File: src/s38_pkg.sv
package s38_pkg;

    localparam int MAX_INTERVALS = 63;

    localparam int N_W     = 6;
    localparam int LIM_W   = 24;
    localparam int POS_W   = 25;
    localparam int REM_W   = 25;
    localparam int STEP_W  = 5;
    localparam int RCP_W   = 17;
    localparam int END_W   = 18;
    localparam int SUM_W   = 24;
    localparam int MULT_W  = 26;
    localparam int PROD_W  = 50;
    localparam int RND_W   = 32;

    localparam logic [N_W-1:0]    INTERVAL_RESET = N_W'(6);
    localparam logic [POS_W-1:0]  ONE_Q16        = POS_W'(65536);
    localparam logic [REM_W-1:0]  RCP_REM_BASE   = REM_W'(32768);
    localparam logic [STEP_W-1:0] STEP_DIV_STEPS = STEP_W'(24);
    localparam logic [STEP_W-1:0] RCP_DIV_STEPS  = STEP_W'(17);
    localparam logic [STEP_W-1:0] MUL_STEPS      = STEP_W'(24);
    localparam logic [PROD_W:0]   RND_HALF       = (PROD_W+1)'(262144);
    localparam logic [RND_W-1:0]  OUT_MAX_MAG    = RND_W'(16777215);
    localparam logic [RND_W-1:0]  OUT_MIN_MAG    = RND_W'(16777216);
    localparam logic [POS_W-1:0]  OUT_MAX        = 25'h0FFFFFF;
    localparam logic [POS_W-1:0]  OUT_MIN        = 25'h1000000;

    typedef struct packed {
        logic                start;
        logic [REM_W-1:0]    rem_init;
        logic [LIM_W-1:0]    dividend;
        logic [REM_W-1:0]    divisor;
        logic [STEP_W-1:0]   steps;
    } t_div_req;

    typedef struct packed {
        logic                busy;
        logic                done;
        logic [LIM_W-1:0]    quotient;
    } t_div_rsp;

endpackage

File: src/s38_div.sv
module s38_div (
    input  logic              i_clk,
    input  logic              i_rst_n,
    input  s38_pkg::t_div_req i_req,
    output s38_pkg::t_div_rsp o_rsp
);

    logic                           r_busy;
    logic                           r_done;
    logic [s38_pkg::STEP_W-1:0]     r_count;
    logic [s38_pkg::REM_W-1:0]      r_rem;
    logic [s38_pkg::LIM_W-1:0]      r_dvd;
    logic [s38_pkg::REM_W-1:0]      r_dvs;
    logic [s38_pkg::LIM_W-1:0]      r_quot;

    logic [s38_pkg::REM_W:0]        trial;
    logic                           ge;
    logic [s38_pkg::REM_W-1:0]      n_rem;

    // one restoring step: bring down the next dividend bit
    always_comb begin
        trial = {r_rem, r_dvd[s38_pkg::LIM_W-1]};
        ge    = trial >= {1'b0, r_dvs};
        n_rem = ge ? s38_pkg::REM_W'(trial - {1'b0, r_dvs})
                   : trial[s38_pkg::REM_W-1:0];
    end

    always_ff @(posedge i_clk) begin
        if (!i_rst_n) begin
            r_busy  <= 1'b0;
            r_done  <= 1'b0;
            r_count <= '0;
        end else begin
            r_done <= !i_req.start && r_busy && (r_count == s38_pkg::STEP_W'(1));
            if (i_req.start) begin
                r_busy  <= 1'b1;
                r_count <= i_req.steps;
                r_rem   <= i_req.rem_init;
                r_dvd   <= i_req.dividend;
                r_dvs   <= i_req.divisor;
                r_quot  <= '0;
            end else if (r_busy) begin
                r_rem   <= n_rem;
                r_dvd   <= {r_dvd[s38_pkg::LIM_W-2:0], 1'b0};
                r_quot  <= {r_quot[s38_pkg::LIM_W-2:0], ge};
                r_count <= r_count - 1'b1;
                if (r_count == s38_pkg::STEP_W'(1)) begin
                    r_busy <= 1'b0;
                end
            end
        end
    end

    assign o_rsp.busy     = r_busy;
    assign o_rsp.done     = r_done;
    assign o_rsp.quotient = r_quot;

    a_busy_count: assert property (@(posedge i_clk) disable iff (!i_rst_n)
        r_busy |-> r_count != '0)
        else $error("divider busy with zero step count");

    a_start_busy: assert property (@(posedge i_clk) disable iff (!i_rst_n)
        (i_req.start && i_req.steps != '0) |=> r_busy)
        else $error("divider did not start");

    a_done_idle: assert property (@(posedge i_clk) disable iff (!i_rst_n)
        r_done |-> !r_busy)
        else $error("divider done while busy");

endmodule

File: src/simpson_three_eighths_integrator.sv
// each sample point takes one reciprocal pass of the shared radix-2 divider,
// the step takes one pass and the 3h/8 scaling a shift-add multiply;
// the next input waits for the result
// reset: synchronous active low, clears control state, interval count resets to 6
module simpson_three_eighths_integrator (
    input  logic                     i_clk,
    input  logic                     i_rst_n,
    input  logic                     i_cfg_we,
    input  logic [5:0]               i_cfg_data,
    input  logic                     i_in_valid,
    output logic                     o_in_ready,
    input  logic [23:0]              i_lower_limit,
    input  logic [23:0]              i_upper_limit,
    output logic                     o_out_valid,
    input  logic                     i_out_ready,
    output logic signed [24:0]       o_integral
);

    typedef enum logic [3:0] {
        S_IDLE,
        S_H_START,
        S_H_WAIT,
        S_P_START,
        S_P_WAIT,
        S_SUM,
        S_TRIPLE,
        S_MUL,
        S_ROUND,
        S_DONE
    } t_state;

    t_state                          r_state;
    logic [s38_pkg::N_W-1:0]         r_interval_count;
    logic [s38_pkg::N_W-1:0]         r_n;
    logic [s38_pkg::N_W-1:0]         r_point;
    logic [1:0]                      r_mod3;
    logic                            r_neg;
    logic [s38_pkg::LIM_W-1:0]       r_mag;
    logic [s38_pkg::LIM_W-1:0]       r_lo;
    logic [s38_pkg::POS_W-1:0]       r_step;
    logic [s38_pkg::POS_W-1:0]       r_pos;
    logic [s38_pkg::END_W-1:0]       r_end_sum;
    logic [s38_pkg::SUM_W-1:0]       r_dbl_sum;
    logic [s38_pkg::SUM_W-1:0]       r_tri_sum;
    logic [s38_pkg::MULT_W-1:0]      r_mult;
    logic [s38_pkg::PROD_W-1:0]      r_prod;
    logic [s38_pkg::STEP_W-1:0]      r_mul_count;
    logic [s38_pkg::POS_W-1:0]       r_result;
    logic                            r_out_valid;
    logic [s38_pkg::POS_W-1:0]       r_integral;

    s38_pkg::t_div_req               div_req;
    s38_pkg::t_div_rsp               div_rsp;

    logic                            in_xfer;
    logic [s38_pkg::POS_W-1:0]       diff;
    logic [s38_pkg::N_W-1:0]         n_clamped;
    logic [s38_pkg::POS_W-1:0]       denom;
    logic [s38_pkg::RCP_W-1:0]       recip;
    logic [s38_pkg::MULT_W-1:0]      weighted;
    logic [s38_pkg::PROD_W:0]        rounded;
    logic [s38_pkg::RND_W-1:0]       res_mag;
    logic [s38_pkg::POS_W-1:0]       res_val;

    assign o_in_ready = (r_state == S_IDLE);
    assign in_xfer    = i_in_valid && o_in_ready;

    always_comb begin
        diff = {1'b0, i_upper_limit} - {1'b0, i_lower_limit};
        if (r_interval_count == '0) begin
            n_clamped = s38_pkg::N_W'(1);
        end else if (r_interval_count > s38_pkg::N_W'(s38_pkg::MAX_INTERVALS)) begin
            n_clamped = s38_pkg::N_W'(s38_pkg::MAX_INTERVALS);
        end else begin
            n_clamped = r_interval_count;
        end
    end

    // divider requests: step magnitude / n, then (2^32 + d/2) / d per point
    always_comb begin
        denom = s38_pkg::POS_W'(r_pos[s38_pkg::LIM_W-1:0]) + s38_pkg::ONE_Q16;
        div_req = '0;
        case (r_state)
            S_H_START: begin
                div_req.start    = 1'b1;
                div_req.rem_init = '0;
                div_req.dividend = r_mag;
                div_req.divisor  = s38_pkg::REM_W'(r_n);
                div_req.steps    = s38_pkg::STEP_DIV_STEPS;
            end
            S_P_START: begin
                div_req.start    = 1'b1;
                div_req.rem_init = s38_pkg::RCP_REM_BASE
                                 + s38_pkg::REM_W'(denom[24:18]);
                div_req.dividend = {denom[17:1], 7'b0};
                div_req.divisor  = denom;
                div_req.steps    = s38_pkg::RCP_DIV_STEPS;
            end
            default: begin
                div_req = '0;
            end
        endcase
    end

    s38_div u_div (
        .i_clk   (i_clk),
        .i_rst_n (i_rst_n),
        .i_req   (div_req),
        .o_rsp   (div_rsp)
    );

    always_comb begin
        recip    = div_rsp.quotient[s38_pkg::RCP_W-1:0];
        weighted = s38_pkg::MULT_W'(r_end_sum)
                 + s38_pkg::MULT_W'({r_dbl_sum, 1'b0})
                 + s38_pkg::MULT_W'({r_tri_sum, 1'b0})
                 + s38_pkg::MULT_W'(r_tri_sum);
        rounded  = {1'b0, r_prod} + s38_pkg::RND_HALF;
        res_mag  = rounded[s38_pkg::PROD_W:19];
        if (r_neg) begin
            res_val = (res_mag > s38_pkg::OUT_MIN_MAG) ? s38_pkg::OUT_MIN
                    : s38_pkg::POS_W'(-res_mag[s38_pkg::POS_W-1:0]);
        end else begin
            res_val = (res_mag > s38_pkg::OUT_MAX_MAG) ? s38_pkg::OUT_MAX
                    : res_mag[s38_pkg::POS_W-1:0];
        end
    end

    always_ff @(posedge i_clk) begin
        if (!i_rst_n) begin
            r_state          <= S_IDLE;
            r_interval_count <= s38_pkg::INTERVAL_RESET;
            r_out_valid      <= 1'b0;
        end else begin
            if (i_cfg_we) begin
                r_interval_count <= i_cfg_data;
            end
            if (r_out_valid && i_out_ready && r_state != S_DONE) begin
                r_out_valid <= 1'b0;
            end
            case (r_state)
                S_IDLE: begin
                    if (in_xfer) begin
                        r_lo    <= i_lower_limit;
                        r_n     <= n_clamped;
                        r_neg   <= diff[s38_pkg::POS_W-1];
                        r_mag   <= diff[s38_pkg::POS_W-1]
                                 ? s38_pkg::LIM_W'(-diff) : diff[s38_pkg::LIM_W-1:0];
                        r_state <= S_H_START;
                    end
                end
                S_H_START: begin
                    r_state <= S_H_WAIT;
                end
                S_H_WAIT: begin
                    if (div_rsp.done) begin
                        r_step    <= r_neg ? s38_pkg::POS_W'(-{1'b0, div_rsp.quotient})
                                           : {1'b0, div_rsp.quotient};
                        r_mag     <= div_rsp.quotient;
                        r_pos     <= {1'b0, r_lo};
                        r_point   <= '0;
                        r_mod3    <= 2'd0;
                        r_end_sum <= '0;
                        r_dbl_sum <= '0;
                        r_tri_sum <= '0;
                        r_state   <= S_P_START;
                    end
                end
                S_P_START: begin
                    r_state <= S_P_WAIT;
                end
                S_P_WAIT: begin
                    if (div_rsp.done) begin
                        if (r_point == '0 || r_point == r_n) begin
                            r_end_sum <= r_end_sum + s38_pkg::END_W'(recip);
                        end else if (r_mod3 == 2'd0) begin
                            r_dbl_sum <= r_dbl_sum + s38_pkg::SUM_W'(recip);
                        end else begin
                            r_tri_sum <= r_tri_sum + s38_pkg::SUM_W'(recip);
                        end
                        if (r_point == r_n) begin
                            r_state <= S_SUM;
                        end else begin
                            r_point <= r_point + 1'b1;
                            r_mod3  <= (r_mod3 == 2'd2) ? 2'd0 : r_mod3 + 2'd1;
                            r_pos   <= r_pos + r_step;
                            r_state <= S_P_START;
                        end
                    end
                end
                S_SUM: begin
                    r_mult  <= weighted;
                    r_state <= S_TRIPLE;
                end
                S_TRIPLE: begin
                    r_mult      <= r_mult + s38_pkg::MULT_W'({r_mult, 1'b0});
                    r_prod      <= '0;
                    r_mul_count <= s38_pkg::MUL_STEPS;
                    r_state     <= S_MUL;
                end
                S_MUL: begin
                    r_prod      <= {r_prod[s38_pkg::PROD_W-2:0], 1'b0}
                                 + (r_mag[s38_pkg::LIM_W-1]
                                    ? s38_pkg::PROD_W'(r_mult) : '0);
                    r_mag       <= {r_mag[s38_pkg::LIM_W-2:0], 1'b0};
                    r_mul_count <= r_mul_count - 1'b1;
                    if (r_mul_count == s38_pkg::STEP_W'(1)) begin
                        r_state <= S_ROUND;
                    end
                end
                S_ROUND: begin
                    r_result <= res_val;
                    r_state  <= S_DONE;
                end
                S_DONE: begin
                    if (!r_out_valid || i_out_ready) begin
                        r_integral  <= r_result;
                        r_out_valid <= 1'b1;
                        r_state     <= S_IDLE;
                    end
                end
                default: begin
                    r_state <= S_IDLE;
                end
            endcase
        end
    end

    assign o_out_valid = r_out_valid;
    assign o_integral  = r_integral;

    a_point_range: assert property (@(posedge i_clk) disable iff (!i_rst_n)
        (r_state == S_P_WAIT) |-> r_point <= r_n)
        else $error("sample index past interval count");

    a_mod3_range: assert property (@(posedge i_clk) disable iff (!i_rst_n)
        (r_state == S_P_WAIT) |-> r_mod3 != 2'd3)
        else $error("weight phase out of range");

    a_xfer_start: assert property (@(posedge i_clk) disable iff (!i_rst_n)
        in_xfer |=> r_state == S_H_START)
        else $error("input transfer did not start step division");

    a_result_src: assert property (@(posedge i_clk) disable iff (!i_rst_n)
        $rose(r_out_valid) |-> $past(r_state) == S_DONE)
        else $error("result raised outside done state");

endmodule
File: config.mk
export PLATFORM = sky130hd
export DESIGN_NAME = simpson_three_eighths_integrator
export DESIGN_NICKNAME = d
export VERILOG_FILES = /design/src/s38_pkg.sv /design/src/s38_div.sv /design/src/simpson_three_eighths_integrator.sv
export SDC_FILE = /design/constraint.sdc
export NUM_CORES = 1
export LEC_CHECK = 0
export ABC_AREA = 1
export BUFFER_PORTS_ARGS = -buffer_cell sky130_fd_sc_hd__buf_4
export CAP_MARGIN = 15
export CELL_PAD_IN_SITES_DETAIL_PLACEMENT = 1
export CELL_PAD_IN_SITES_GLOBAL_PLACEMENT = 1
export CORE_MARGIN = 3
export CORE_UTILIZATION = 40
export DETAILED_ROUTE_END_ITERATION = 6
export GPL_TIMING_DRIVEN = 1
export PLACE_DENSITY_LB_ADDON = 0.1
export RECOVER_POWER = 50
export SYNTH_ARGS = -nofsm -noshare
export SYNTH_HDL_FRONTEND = slang
export SYNTH_SLANG_ARGS = --single-unit
File: constraint.sdc
create_clock -name i_clk -period 10.5 [get_ports i_clk]
set_clock_uncertainty 0.2 [all_clocks]
set_input_delay 1.575 -clock i_clk [delete_from_list [all_inputs] [get_ports i_clk]]
set_output_delay 1.575 -clock i_clk [all_outputs]
set_load 0.01 [all_outputs]
**Word-level counts from Yosys, hierarchy flattened**

Index checks and enable logic that the tools add are counted.
W data, S select, Z words.

- Logic and storage cells: 171
- Memory bits (writable): 0
- Memory bits (read-only): 0
- Output and inout port bits: 27
- Register bits: 426
- Input bits: 59
- Memories: 0
- Latch bits: 0

- Order comparisons: 4
- Muxes and demuxes: 61
- Equal/unequal tests: 24
- Divide/modulo/power cells: 0
- Bitwise gates (word level): 0
- Reduce and logical (&&, ||, !) cells: 33
- $add $sub $neg: 21
- Shift operators: 0
- Multipliers: 0

Operators by type and width:

| operator | count |
|---|---|
| $mux W24 | 14 |
| $mux W25 | 9 |
| $pmux W80 S2 | 1 |
| $pmux W50 S2 | 1 |
| $pmux W24 S2 | 2 |
| $pmux W24 S3 | 1 |
| $mux W18 | 3 |
| $pmux W26 S2 | 1 |
| $add A50 B19 Y51 const B | 1 |
| $add A50 B26 Y50 | 1 |
| $pmux W25 S2 | 1 |
| $add A24 B17 Y24 | 2 |
| $pmux W4 S10 | 1 |
| $pmux W18 S2 | 1 |
| $gt A32 B24 Y1 const B | 1 |
| $gt A32 B25 Y1 const B | 1 |
| $add A18 B25 Y26 | 1 |
| $add A26 B24 Y26 | 1 |
| $add A26 B25 Y26 | 1 |
| $add A26 B26 Y26 | 1 |
| $ge A26 B25 Y1 | 1 |
| $mux W26 | 1 |
| $add A24 B17 Y25 const B | 1 |
| $add A25 B25 Y25 | 1 |
| 44 further kinds | 94 |

**Longest topological paths before layout**

- Depth after elaboration: 6
- Depth in mapped cells: 21

**Modules after synthesis**

From an unflattened synthesis, not the netlist that was laid out.

- Cell total of the unflattened synthesis: 4380
- Area, all modules: 33113.0 sq um

Modules (own cells, without submodules):

| module | sequential area each (sq um) | cells each | area an instance (sq um) | times used |
|---|---|---|---|---|
| simpson_three_eighths_integrator | 9469.1 | 3513 | 26539.2 | 1 |
| s38_div | 3083.0 | 867 | 6573.8 | 1 |

**Least setup slack after synthesis**

No wires, ideal clock.

- Path kind: input port to flip-flop
- Start point: input i_rst_n
- End point: register u_div.r_dvd[0] (netlist name) (enable)
- Arrival: 4.735 ns
- Required time: 9.794 ns
- Library setup time: 0.506 ns
- Path slack: 5.059 ns
- Stages on the path: 2
- Path through: inv_1 -> nor2_1

- Cells in the longest elaborated chain, start to end: 1

Ends and longest elaborated chain:

| what | line | text |
|---|---|---|
| from (decl) | simpson_three_eighths_integrator.sv:7 | `input logic i_rst_n,` |
| $reduce_and A2 Y1 (no line) | n/a |  |
| to (signal assigned) | s38_div.sv:39 | `r_dvd <= i_req.dividend;` |
| to (signal assigned) | s38_div.sv:44 | `r_dvd <= {r_dvd[s38_pkg::LIM_W-2:0], 1'b0};` |
| to (decl) | s38_div.sv:12 | `logic [s38_pkg::LIM_W-1:0] r_dvd;` |

No other way between the ends.
A chain may end at the register's enable or synchronous reset.

**Worst setup path after layout**

- Start point: register r_state[3]
- End point: register u_div.r_dvd[2] (netlist name) (enable)

- Cells in the longest elaborated chain, start to end: 4
- Elaborated cells on any way between the ends: 5
- Those cells by class: eq/ne: 2; mux: 1; reduce/logical: 2

Ends and longest elaborated chain:

| what | line | text |
|---|---|---|
| from (decl) | simpson_three_eighths_integrator.sv:32 | `t_state r_state;` |
| from (signal assigned) | simpson_three_eighths_integrator.sv:131 | `r_state <= S_IDLE;` |
| from (signal assigned) | simpson_three_eighths_integrator.sv:149 | `r_state <= S_H_START;` |
| from (signal assigned) | simpson_three_eighths_integrator.sv:153 | `r_state <= S_H_WAIT;` |
| $eq A4 B2 Y1 or $eq A4 B1 Y1 (tied branches) | simpson_three_eighths_integrator.sv:83 | `case (r_state)` |
| $pmux W80 S2 (*) | simpson_three_eighths_integrator.sv:83 |  |
| $reduce_bool A2 Y1 (no line) (*) | n/a |  |
| $reduce_and A2 Y1 (no line) (*) | n/a |  |

Mark *: on every way between the ends. The rest lies on a longest branch, timed or not.

==> results_dict.tcl <==
set metrics [dict create \
    status "finished, violations left" \
    violations "capacitance limit, slew limit" \
    num_rows 102 \
    drive_above_1_share_pct 5.41 \
    wl_mm 97.6 \
    crit_buf_inv 3 \
    async_flop_share_pct 0 \
    fillers 9463 \
    rsz0062_at_grt "no" \
    synth_top_family_by_area "simple AND/OR/NAND/NOR gates" \
    setup_viol 0 \
    syn-cell-area_sq_mm 0.0317 \
    ant_nets 0 \
    yosysWarnings 0 \
    cts_sinks 424 \
    grt_pass1_wl_mm 156 \
    place_congestion 0.863 \
    hold_buffers 0 \
    power.leakage_nw 15.5 \
    fin_total_pwr_mw 6.63 \
    sw_frac_of_total_pct 39.0 \
    required_ns 10.39 \
    avgRoutedWirePerCell_um 18.9 \
    synthTopCellsByCount "828 x nand2_1, 613 x inv_1, 406 x edfxtp_1" \
    antenna_found_initial 3 \
    synthFlopType "edfxtp_1" \
    synth-seq-cells 424 \
    vias 27462 \
    seq_power_share_pct 36.7 \
    chipWidth_um 287 \
    cp-start-kind "register" \
    initial_core_util_pct 40.6 \
    grt_max_degree 75 \
    grt_overflow 0 \
    routed_via_density 5.32 \
    drc 0 \
    cp-end-kind "register" \
    max_freq_ghz 0.150 \
    first_pass_iters 5 \
    vdd_ir_drop_max_mv 0.124 \
    hold_viol_final 0 \
    hpwl_mm 76.3 \
    crit_path_top_delay_cell "clkbuf_1" \
    dieArea_sq_mm 0.0826 \
    synth_enable_flop_cells 406 \
    core_area_sq_mm 0.0780 \
    p_switching_mw 2.59 \
    slew_headroom_pct -213 \
    cp_cell_sequence "nor2_1, inv_1, nor2_2, clkbuf_1, nor2_1, nor2_4, clkbuf_1" \
    hold_path_class "reg2reg" \
    clock_latency_ns 0.63 \
    synth_top_area_cell "edfxtp_1" \
    period_needed_ns 6.67 \
    synthXorXnorAreaFrac_pct 3.24 \
    ys_seq_area_share_pct 39.6 \
    portBuffers 85 \
    arrival_ns 6.56 \
    cts-resized-gates 0 \
    root_buffer "clkbuf_16" \
    area_delta_synth_final_pct 10.6 \
    finalSetupTns_ns 0 \
    yosysMostFrequentCell "nand2_1" \
    cp_slowest_stage_delay_ns 3.28 \
    cts_tree "built" \
    comb_power_share_pct 36.0 \
    critPathMaxFanout 74 \
    synth_nets 4308 \
    drv_slew 493 \
    synth.area.top_cells "edfxtp_1 39%, nand2_1 9.8%, ha_1 8.5%" \
    clkSlewWorstSetupHoldPaths_ns 0.06 \
    synth_top_area_share_pct 38.5 \
    synthMuxAreaShare_pct 0 \
    synth_area_per_cell_sq_um 7.95 \
    fin_ws_ns 3.83 \
    cts_buffers 53 \
    synth.distinct_cells 57 \
    htreeDepth 2 \
    worst_pin_slew_ns 4.69 \
    pwr-share-clk_pct 27.2 \
    crit_family "buffers and inverters" \
    finalCritPeriodShare_pct 63.5 \
    cap_violations 12 \
    utilization_pct 44.9 \
    clockBufferDepth 3 \
    p_per_area_mw_per_mm2 189 \
    io-pin-count 86 \
    cts_setup_buffers 0 \
    critical_path_class "reg2reg" \
    grt_usage_pct 23.7 \
    synth-simple-area-share_pct 21.1 \
    grt_pass1_vias 28374 \
    synth_compound_area_share_pct 16.0 \
    fin_nets 4400 \
    dieHeight_um 287 \
    syn-instance-count 3983 \
    intPower_mw 4.04 \
    synthAdderAreaFrac_pct 11.7 \
    dpl_worst_slack_ns 5.78 \
    drtIter0Drc 1470 \
]
-- metrics by stage --
| step | instance area [sq um] | instances | hold slack (ns) |
|---|---|---|---|
| after floorplan | 31700 | 3983 | 0.200 |
| after global placement | 33600 | 5059 | 0.202 |
| after detailed placement | 33600 | 5059 | 0.206 |
| after CTS | 35300 | 5158 | 0.220 |
| after global routing | 35000 | 5159 | 0.230 |
| final | 35000 | 5161 | 0.221 |
-- path summary, 6_finish.rpt --
path | from | end | slack, ns | depth (start not counted)
setup / recovery | r_state[3]$_SDFFE_PN0P_ | u_div.r_dvd[2]$_DFFE_PP_ | 3.83 | 7
hold reg to reg | r_result[12]$_DFFE_PP_ | o_integral[12]$_DFFE_PP_ | 0.22 | 0
setup reg to reg | r_state[3]$_SDFFE_PN0P_ | u_div.r_dvd[2]$_DFFE_PP_ | 3.83 | 7
hold / removal | r_result[12]$_DFFE_PP_ | o_integral[12]$_DFFE_PP_ | 0.22 | 0
-- metal layers --
metal	global-route usage, %	up-vias	part of all wire, %
li1	-	13631	-
met1	33.3	13337	48
met2	39.3	399	46
met3	2.36	95	3.7
met4	5.32	0	2.0
met5	0	-	0
-- sequential cells by signal, indices dropped and copies added, names as in the netlist, 2 cells and up --
name,cells
r_pos,24
r_step,24
r_lo,24
r_interval_count,6
r_mult,26
r_prod,50
r_result,25
r_state,4
r_end_sum,18
r_mag,24
u_div.r_dvd,24
r_mod3,2
u_div.r_dvs,25
r_dbl_sum,24
r_n,6
r_point,6
r_tri_sum,24
u_div.r_quot,24
u_div.r_count,5
u_div.r_rem,25
o_integral,25
r_mul_count,5
-- cell usage in the layout, fill, tap and decap left out, types with 7 or more instances in the layout --
cell type	Yosys	final
nand2_2	11	11
nand3_1	176	176
a21boi_0	13	12
a31oi_1	28	28
nor4_1	12	12
ha_1	216	216
clkbuf_1	62	66
clkbuf_16	0	53
buf_4	0	38
clkinv_1	5	14
o221ai_1	10	10
a211oi_1	8	7
o21bai_1	29	29
a21o_1	19	19
nand4_1	54	54
o21ai_2	12	12
nor2_2	10	16
edfxtp_1	406	406
xor2_1	80	80
clkinv_2	0	15
nor2_4	6	10
clkbuf_4	0	7
nor2_1	360	350
nor3b_1	9	9
xnor2_1	32	32
nor3_1	58	58
nand2_1	828	828
o21ai_0	328	328
fa_1	50	50
inv_1	613	612
dfxtp_1	18	18
a21oi_1	372	372
inv_2	12	13
o211ai_1	9	9
o21a_1	35	35
o22ai_1	28	28
or2_2	11	11
o31ai_1	7	7
-- area by class of cell --
cell class | instances | area [sq um] | area share (%)
Clock inverter | 39 | 317 | 0.904
Clock buffer | 60 | 1380 | 3.95
Timing Repair Buffer | 107 | 571 | 1.63
Antenna cell | 2 | 5.00 | 0.0143
Sequential cell | 424 | 12600 | 35.8
Inverter | 630 | 2360 | 6.75
Multi-Input combinational cell | 2859 | 16500 | 47.2
Tap cell | 1040 | 1300 | 3.72
-- worst reg2reg max path, cell delays in order (launching register included) --
cell      delay (ns)
dfxtp_1         0.34
nor2_1          0.11
inv_1           0.08
nor2_2          0.08
clkbuf_1        1.49
nor2_1          0.33
nor2_4          0.16
clkbuf_1        3.28
-- cells by family (layout without fill, tap and decap cells) --
family / Yosys count / count (layout)
simple gates: 1566 / 1566
buf+inv: 700 / 836
other cells: 0 / 2
xor+xnor: 114 / 114
fa+ha+maj: 266 / 266
flops: 424 / 424
compound gates: 913 / 913
-- power by group through the flow --
stage          logic (mW)  registers, mW  clock network, mW
6_report             2.39           2.44               1.81
5_1_grt              2.74           2.46               1.92
4_1_cts              2.42           2.42               1.85
3_5_place_dp         2.40           2.45                  0
3_3_place_gp         2.34           2.45                  0
2_1_floorplan        1.70           2.37                  0
No activity file was read; power rests on OpenSTA's default activity.
